`config.mk`:
```
export PLATFORM = sky130hd
export DESIGN_NAME = tddr_mark_mem
export DESIGN_NICKNAME = d
export VERILOG_FILES = /design/src/hw/rtl/tddr_pkg.sv /design/src/hw/rtl/tddr_mark_mem.sv
export SDC_FILE = /design/constraint.sdc
export NUM_CORES = 1
export LEC_CHECK = 0
export ABC_AREA = 1
export ABC_CLOCK_PERIOD_IN_PS = 1700
export BUFFER_PORTS_ARGS = -buffer_cell sky130_fd_sc_hd__buf_2
export CAP_MARGIN = 20
export CORE_MARGIN = 1
export CORE_UTILIZATION = 50
export DETAILED_ROUTE_END_ITERATION = 8
export PLACE_DENSITY = 0.7
export SLEW_MARGIN = 15
export SYNTH_ARGS = -nofsm -noshare
export SYNTH_HDL_FRONTEND = slang
export SYNTH_SLANG_ARGS = --single-unit
```
`constraint.sdc`:
```
create_clock -name clk -period 1.7 [get_ports clk]
set_input_delay 0.425 -clock clk [delete_from_list [all_inputs] [get_ports clk]]
set_output_delay 0.425 -clock clk [all_outputs]
set_load 0.05 [all_outputs]
```
`src/hw/rtl/tddr_pkg.sv`:
```
package tddr_pkg;

  // automaton limits
  localparam int MAX_STATES  = 64;
  localparam int MAX_SYMBOLS = 32;

  localparam int ROW_W   = $clog2(MAX_STATES);
  localparam int TADDR_W = $clog2(MAX_STATES * MAX_SYMBOLS);

  // fixed field widths
  localparam int STATE_W = 7;
  localparam int TSYM_W  = 5;
  localparam int CHAR_W  = 8;
  localparam int ASIZE_W = 6;
  localparam int SCNT_W  = 7;
  localparam int CNT_W   = 16;
  localparam int CFG_W   = 7;
  localparam int CFG_IDX_W = 1;

  localparam logic [CHAR_W-1:0]  SYM_BASE    = 8'd97;  // 'a'
  localparam logic [STATE_W-1:0] START_STATE = 7'd1;
  localparam logic [CNT_W-1:0]   COUNT_MAX   = 16'hFFFF;

  localparam logic [ASIZE_W-1:0] ASIZE_RESET = 6'd26;
  localparam logic [SCNT_W-1:0]  SCNT_RESET  = 7'd64;

  localparam logic [CFG_IDX_W-1:0] REG_ALPHABET_SIZE = 1'b0;
  localparam logic [CFG_IDX_W-1:0] REG_STATE_COUNT   = 1'b1;

  typedef enum logic [1:0] {
    K_TABLE = 2'd0,
    K_MARK  = 2'd1,
    K_CHAR  = 2'd2,
    K_EOS   = 2'd3
  } kind_t;

  typedef enum logic [1:0] {
    V_ACCEPT = 2'd0,
    V_DEAD   = 2'd1,
    V_END    = 2'd2,
    V_BAD    = 2'd3
  } verdict_t;

  typedef struct packed {
    logic               en;
    logic [TADDR_W-1:0] addr;
    logic [STATE_W-1:0] data;
  } trans_wr_t;

  typedef struct packed {
    logic             en;
    logic [ROW_W-1:0] addr;
    logic             value;
  } mark_wr_t;

  // row-major address of (state, symbol); state numbered from 1
  function automatic logic [TADDR_W-1:0] table_addr(input logic [STATE_W-1:0] st,
                                                    input logic [CHAR_W-1:0] sym);
    logic [ROW_W-1:0] row;
    row = ROW_W'(st - START_STATE);
    return TADDR_W'(row) * TADDR_W'(MAX_SYMBOLS) + TADDR_W'(sym);
  endfunction

endpackage

```
`src/hw/rtl/tddr_mark_mem.sv`:
```
module tddr_mark_mem import tddr_pkg::*; (
  input  logic             clk,
  input  logic             rst,
  input  mark_wr_t         wr,
  input  logic             rd_en,
  input  logic [ROW_W-1:0] rd_addr,
  output logic             rd_final
);

  logic                  marks [MAX_STATES];
  logic [MAX_STATES-1:0] written;
  logic                  mark_q;
  logic                  written_q;

  always_ff @(posedge clk) begin
    if (wr.en) begin
      marks[wr.addr] <= wr.value;
    end
    if (rd_en) begin
      mark_q <= marks[rd_addr];
    end
  end

  // an unwritten mark reads as not final
  always_ff @(posedge clk) begin
    if (rst) begin
      written   <= '0;
      written_q <= 1'b0;
    end else begin
      if (wr.en) begin
        written[wr.addr] <= 1'b1;
      end
      if (rd_en) begin
        written_q <= written[rd_addr];
      end
    end
  end

  assign rd_final = mark_q & written_q;

endmodule

```
## After elaboration in Yosys (flattened, before gate mapping)

Memory sizes are Yosys's and may differ from the RTL's. A register that Yosys moved wholly into a read port is not among the register bits.
Index checks and enable logic that the tools add are counted.

- Bits in registers: 65
- Bits in writable memories: 64
- Memories: 1

Memories:

| name | depth | bits a word | read ports | clocked after memory_dff | write ports | RTL line | source |
|---|---|---|---|---|---|---|---|
| marks | 64 | 1 | 1 | 1 | 1 | tddr_mark_mem.sv:10 | `logic marks [MAX_STATES];` |

- Order comparisons: 3
- Mux-type cells: 6
- Bitwise logic cells: 2
- Reduce and logical (&&, ||, !) cells: 1

Operators with widths:

| kind | number |
|---|---|
| $or A64 B64 Y64 | 1 |
| $lt A6 B7 Y1 const B | 2 |
| $bmux W1 S6 | 1 |
| $demux W1 S6 | 1 |
| $ge A6 B1 Y1 const B | 1 |
| $mux W1 | 4 |
| $and A1 B1 Y1 | 1 |
| $logic_and A1 B1 Y1 | 1 |

## Logic depth before layout (Yosys ltp)

Gate-level depths: netlist (run 1).

- Depth in word-level cells: 5
- Mapped depth: 12
- Depth with buffers taken out: 11

## Worst setup path before layout (run 1)

No wires, ideal clock.

- Path type: input-to-reg
- Start point: input rd_addr[0]
- End point: register mark_q (read register of marks), data pin
- Arrival time: 1229 ps
- Slack: 218 ps
- Stages: 10
- Cell sequence: buf_6 -> buf_4 -> o21ai_0 -> o22ai_1 -> nand2_1 -> nand2_1 -> nand2_1 -> nand3_1 -> nand3_1 -> nand2_1

RTL lines:

| element | RTL line | source |
|---|---|---|
| from (decl) | tddr_mark_mem.sv:6 | `input logic [ROW_W-1:0] rd_addr,` |
| to (decl) | tddr_mark_mem.sv:12 | `logic mark_q;` |

## Worst setup path after layout (run 1)

- Start point: register written_q
- End point: output rd_final

- Longest elaborated chain between the ends: 1

RTL lines:

| element | RTL line | source |
|---|---|---|
| from (decl) | tddr_mark_mem.sv:13 | `logic written_q;` |
| from (signal assigned) | tddr_mark_mem.sv:34 | `written_q <= written[rd_addr];` |
| $and A1 B1 Y1 | tddr_mark_mem.sv:39 | `assign rd_final = mark_q & written_q;` |
| to (decl) | tddr_mark_mem.sv:7 | `output logic rd_final` |

No other way between the ends.

==> results of run 1 <==
-- flip-flops by register name, indices dropped and copies added (netlist names) --
name and cells:
marks 64, written 64, mark_q 1, written_q 1
-- area by class of cell --
class	instances	share of cell area, %
Clock buffer	18	6.386
Multi-Input combinational cell	472	29.81
Sequential cell	130	49.71
Tap cell	136	2.600
Timing Repair Buffer	39	5.698
Clock inverter	14	3.614
Inverter	38	2.180
-- worst max-delay path, delay by kind of cell, from the launching register on --
kind / cells / cell delay, ps
DFF: 1 / 350
buffers and inverters: 2 / 260
and+or+nand+nor: 1 / 70
-- power groups by stage --
stage | Combinational (µW) | Sequential (µW) | Clock [µW]
detailed placement | 486 | 3390 | 0
finish | 503 | 3320 | 4020
global route | 550 | 3330 | 4190
global placement | 478 | 3390 | 0
CTS | 489 | 3330 | 4040
floorplan | 291 | 3390 | 0
-- kinds of logic after synthesis --
logic type | Yosys count | synth area share, %
AOI/OAI and AO/OA | 48 | 4.714
buffers and inverters | 68 | 5.734
DFF | 130 | 58.93
and+or+nand+nor | 424 | 30.62
-- worst paths after layout --
| path | depth (start not counted) | start | to |
|---|---|---|---|
| max | 3 | written_q | rd_final |
| min | 1 | rd_en | mark_q |
| max reg2reg | 8 | marks[46] | mark_q |
| min reg2reg | 2 | written[60] | written[60] |
-- metal layers --
metal / up-vias / global-route usage [%] / part of all wire, %
li1: 2231 / - / -
met1: 2177 / 34.64 / 43
met2: 203 / 43.50 / 47
met3: 31 / 6.991 / 7.2
met4: 0 / 10.86 / 2.5
met5: - / 0 / 0
-- stage by stage --
step	instances	utilization [%]	total power [µW]	TNS, ps	setup WS, ps
final	847	62.27	7848	0	77.69
after CTS	846	61.98	7855	0	32.10
after global routing	847	62.27	8067	0	19.70
after floorplan	670	-	3679	0	217.9
after detailed placement	814	55.76	3878	-622.4	-111.0
after global placement	814	55.76	3869	-336.3	-69.19
-- cells in the final DEF, fill, tap and decap left out, drive strengths merged --
cell	instances
edfxtp	65
nor3	14
inv	37
dfxtp	65
clkinv	7
buf	38
nand2	109
nor2	236
o22ai	16
o21ai	32
bufinv	6
nand3	65
clkbuf	19
clkinvlp	2
==> results by group, run 1 <==
Outcome
  – Run status: completed

Drt
  – Final wirelength: 14.21 mm
  – Initial DRT Pass Iterations: 5
  – Detail Route Antenna Nets: 0
  – Via density: 5.481
  – DRT iter0 DRCs: 458
  – WL/cell: 16.77 µm
  – Routed vias: 4642
  – DRC errors left: 0

Placement
  – Gpl congestion: 0.8749
  – Placed Area: 5859 µm²
  – IO Port Bufs: 17
  – Hpwl dp: 8.697 mm

STA
  – WHS: 149.5 ps
  – Crit share post-route: 95.43%
  – Min Tclk post-route: 1622 ps
  – Hold Vio Cnt, Final: 0
  – Slew Viols, Final: 0
  – RSZ-0062 raised after global routing: no
  – Max_slew headroom: 51.14%
  – Fmax achieved: 616.4 MHz
  – Slew @ Worst Pin: 732.1 ps
  – Setup violations, final: 0
  – Skew final: 5.474 ps

Cells and area
  – FF/Latch Area: 3253 µm²
  – Share of post-route cells with drive strength above 1: 10.13%
  – Area growth, synth to finish: 18.54%
  – Final net count: 715
  – # diodes: 0
  – Multi-input logic area: 1951 µm²
  – Cell area after layout: 6544 µm²
  – Fillers: 868

CTS
  – CTS resizes: 0
  – H-tree Lvls: 4
  – Clock tree buffer depth: 2
  – Hold_buf cts: 0
  – Clk sinks: 130
  – CTS tree: built
  – Worst skew pair latency: 530 ps
  – Setup bufs post-CTS: 0
  – CTS buffer count: 17
  – Root Driver: clkbuf_8
  – Clock transition at path regs: 60 ps

Min path
  – Min-delay worst type: in2reg

Yosys
  – Post-synth cell types: 17
  – Post-Syn Instances: 670
  – Post-Syn Nets: 687
  – Post-synth ARST share: 0%
  – Most frequent cell after synthesis: nor2_1
  – Top FF cell, synth: edfxtp_1
  – Register area share after synthesis: 58.93%
  – Synthesized area per cell: 8.239 µm²
  – Post-synth top area share: 35.36%
  – Commonest cells post-synth: 236 x nor2_1, 109 x nand2_1, 65 x dfxtp_1, 65 x edfxtp_1, 65 x nand3_1
  – Post-synth top area cell: edfxtp_1
  – Post-synth EDFFs: 65
  – Synth Cell Area: 5520 µm²
  – Seq cells post-synth: 130
  – Top post-synthesis cells by area: edfxtp_1 35%, dfxtp_1 24%, nor2_1 16%, nand2_1 7.4%, nand3_1 5.9%
  – Synth warn: 0

Worst setup path
  – CP max stage delay: 350 ps
  – Critical path class: reg2out
  – Critical-path top delay cell: dfxtp_1
  – Startpoint types: register
  – Crit path required time: 1270 ps
  – Critical Path AT: 1200 ps
  – Crit end category: primary output
  – Crit-path cells: nand2_1 -> inv_1 -> clkbuf_4
  – Reg2Reg Setup Slack: 330 ps
  – CP Max Fanout: 2

Die
  – Die Ht: 107.1 µm
  – Core area: 10510 µm²
  – Io pins: 18
  – Die W: 107.1 µm
  – Die area: 11470 µm²
  – Row Count: 37
  – Initial Util: 52.53%

Flow run
  – Max-cap violations: 0

Pwr
  – Comb pwr share: 6.4%
  – Sw frac: 21.60%
  – Leak pwr: 0.002449 µW
  – Cell-internal power: 6153 µW
  – Sequential share of power: 42.4%
  – VDD IR max: 1.197 mV
  – P per Cell Area: 1199 nW/µm²
  – Switching pwr: 1695 µW
  – Clk pwr share: 51.2%

Global route
  – Largest net degree at the start of global routing: 65
  – Antenna violations before repair: 0
  – Grt ovf: 0
  – Tot GR Track Use: 27.00%
  – First-pass GRT wire length: 22.97 mm
  – Vias in the first global route: 4633
Power figures use the tool's default switching activity.
==> run 2, diff against run 1 <==
--- a/config.mk
+++ b/config.mk
@@ -10,9 +10,9 @@
 export BUFFER_PORTS_ARGS = -buffer_cell sky130_fd_sc_hd__buf_2
 export CAP_MARGIN = 20
 export CORE_MARGIN = 1
-export CORE_UTILIZATION = 50
+export CORE_UTILIZATION = 60
 export DETAILED_ROUTE_END_ITERATION = 8
-export PLACE_DENSITY = 0.7
+export PLACE_DENSITY = 0.81
 export SLEW_MARGIN = 15
 export SYNTH_ARGS = -nofsm -noshare
 export SYNTH_HDL_FRONTEND = slang
==> run 2 against run 1 <==
Against the previous run:
- worst hold slack improved by 31 ps
- setup slack got worse by 45 ps
- largest cell class unchanged
- first-iteration DRC count rose by 15%
- critical path type unchanged
- via count rose by 2.7%
- the flow now finishes with violations (design-rule violations)
- sequential power barely moved
==> results by group, run 2 (synthesized netlist as in run 1, its figures left out) <==
Placement
  – Placed cells: 784
  – Gpl congestion: 0.8601
  – IO Port Bufs: 17
  – Hpwl dp: 8.404 mm

Drt
  – Final wirelength: 14.01 mm
  – DRT iter0 DRCs: 525
  – Via density: 5.843
  – Initial DRT Pass Iterations: 7
  – Routed vias: 4768
  – WL/cell: 17.17 µm
  – Detail Route Antenna Nets: 0
  – DRC errors left: 2

Outcome
  – Failing checks: design-rule violations
  – Run status: finished, violations left

CTS
  – Root Driver: clkbuf_8
  – CTS buffer count: 17
  – Hold_buf cts: 0
  – Clk sinks: 130
  – CTS resizes: 0
  – H-tree Lvls: 4
  – Worst skew pair latency: 520 ps
  – CTS tree: built
  – Clock tree buffer depth: 2
  – Clock transition at path regs: 50 ps
  – Setup bufs post-CTS: 0

Worst setup path
  – Critical path class: reg2out
  – Crit-path cells: nand2_1 -> inv_1 -> clkbuf_4
  – R2r startpoint: marks[9]
  – Critical-path top delay cell: edfxtp_1
  – Crit path from: mark_q
  – Critical Path End: rd_final
  – CP max stage delay: 360 ps
  – Startpoint types: register
  – Worst reg-to-reg path cell count: 8
  – FF-to-FF End: mark_q
  – Crit end category: primary output
  – Crit path required time: 1270 ps
  – Critical Path AT: 1240 ps
  – Reg2Reg Setup Slack: 380 ps
  – CP Max Fanout: 1

Die
  – Core area: 8806 µm²
  – Die W: 97.92 µm
  – Die area: 9588 µm²
  – Row Count: 34
  – Io pins: 18
  – Die Ht: 97.92 µm
  – Initial Util: 62.69%

Global route
  – First-pass GRT wire length: 22.37 mm
  – Largest net degree at the start of global routing: 65
  – Vias in the first global route: 4561
  – Antenna violations before repair: 0
  – Grt ovf: 0
  – Tot GR Track Use: 30.93%

STA
  – Crit share post-route: 98.10%
  – Fin Setup TNS: 0 ps
  – Max_slew headroom: 26.42%
  – Slew Viols, Final: 0
  – Skew final: 9.502 ps
  – Hold Vio Cnt, Final: 0
  – Fmax achieved: 599.6 MHz
  – Setup violations, final: 0
  – Min Tclk post-route: 1668 ps
  – WHS: 180.3 ps
  – Slew @ Worst Pin: 1104 ps
  – RSZ-0062 raised after global routing: no

Pwr
  – P per Cell Area: 1117 nW/µm²
  – VDD IR max: 0.6184 mV
  – Leak pwr: 0.002356 µW

Min path
  – Min-delay worst type: in2reg

Cells and area
  – Top flop regs: marks (64), written (64)
  – Fin cells: 816
  – Final net count: 712
  – Commonest cells after routing, fill and taps aside: 236 x nor2_1, 109 x nand2_1, 65 x nand3_1, 65 x edfxtp_1, 65 x dfxtp_1
  – # diodes: 0
  – Area growth, synth to finish: 14.39%
  – Share of post-route cells with drive strength above 1: 8.898%
  – Most common cell after layout, fill and taps aside: nor2_1

Flow run
  – Max-cap violations: 0
==> run 2: cell types whose count changed in the layout (fill, tap and decap cells not counted) <==
cell | previous run | this run
clkbuf_1 | 1 | 7
bufinv_16 | 6 | 1
clkinv_4 | 3 | 0
buf_12 | 8 | 6
clkbuf_8 | 1 | 3
buf_16 | 1 | 0
==> run 2: routing by layer <==
metal | track usage (%) | wire length (µm) | up-vias
met3 | 6.228 | 1279 | 52
met1 | 38.95 | 5396 | 2210
met2 | 49.84 | 6791 | 283
met4 | 17.95 | 539 | 0
met5 | 0 | 0 | -
li1 | - | - | 2223
==> run 2: cell type report <==
class	count	area, µm²
inverters	38	142.6
repair buffers	36	305.3
multi-input cells	472	1951
well taps	108	135.1
clock buffers	26	467.9
flip-flops and latches	130	3253
fillers	643	2491
clock inverters	6	60.06
==> run 2: per-stage QoR <==
| step | power [µW] | cell area [µm²] | worst slack, ps | util (%) |
|---|---|---|---|---|
| floorplan | 3679 | 5520 | 217.9 | - |
| global placement | 3849 | 5784 | -3.397 | 65.69 |
| detailed placement | 3859 | 5784 | -33.59 | 65.69 |
| CTS | 7045 | 6312 | 48.48 | 71.68 |
| global route | 7234 | 6315 | 16.65 | 71.71 |
| finish | 7052 | 6315 | 32.36 | 71.71 |
==> run 2: critical path: cells and delay by family, from the launching register on <==
kind | cells | cell delay (ps)
DFF | 1 | 360
buffers and inverters | 2 | 250
and+or+nand+nor | 1 | 110
==> run 2: worst min-delay path by stage <==
stage                startpoint     endpoint  slack [ps]  cells past startpoint
floorplan           written[11]  written[11]         440                      2
detailed placement  written[30]  written[30]         460                      2
global route              rd_en       mark_q         160                      1
CTS                       rd_en       mark_q         160                      1
global placement    written[30]  written[30]         450                      2
finish                    rd_en       mark_q         180                      1
==> run 2: power by group <==
part	internal, µW	switching (µW)	total, µW
Sequential	3320	10.6	3330
Combinational	149	334	483
Clock	2010	1230	3240
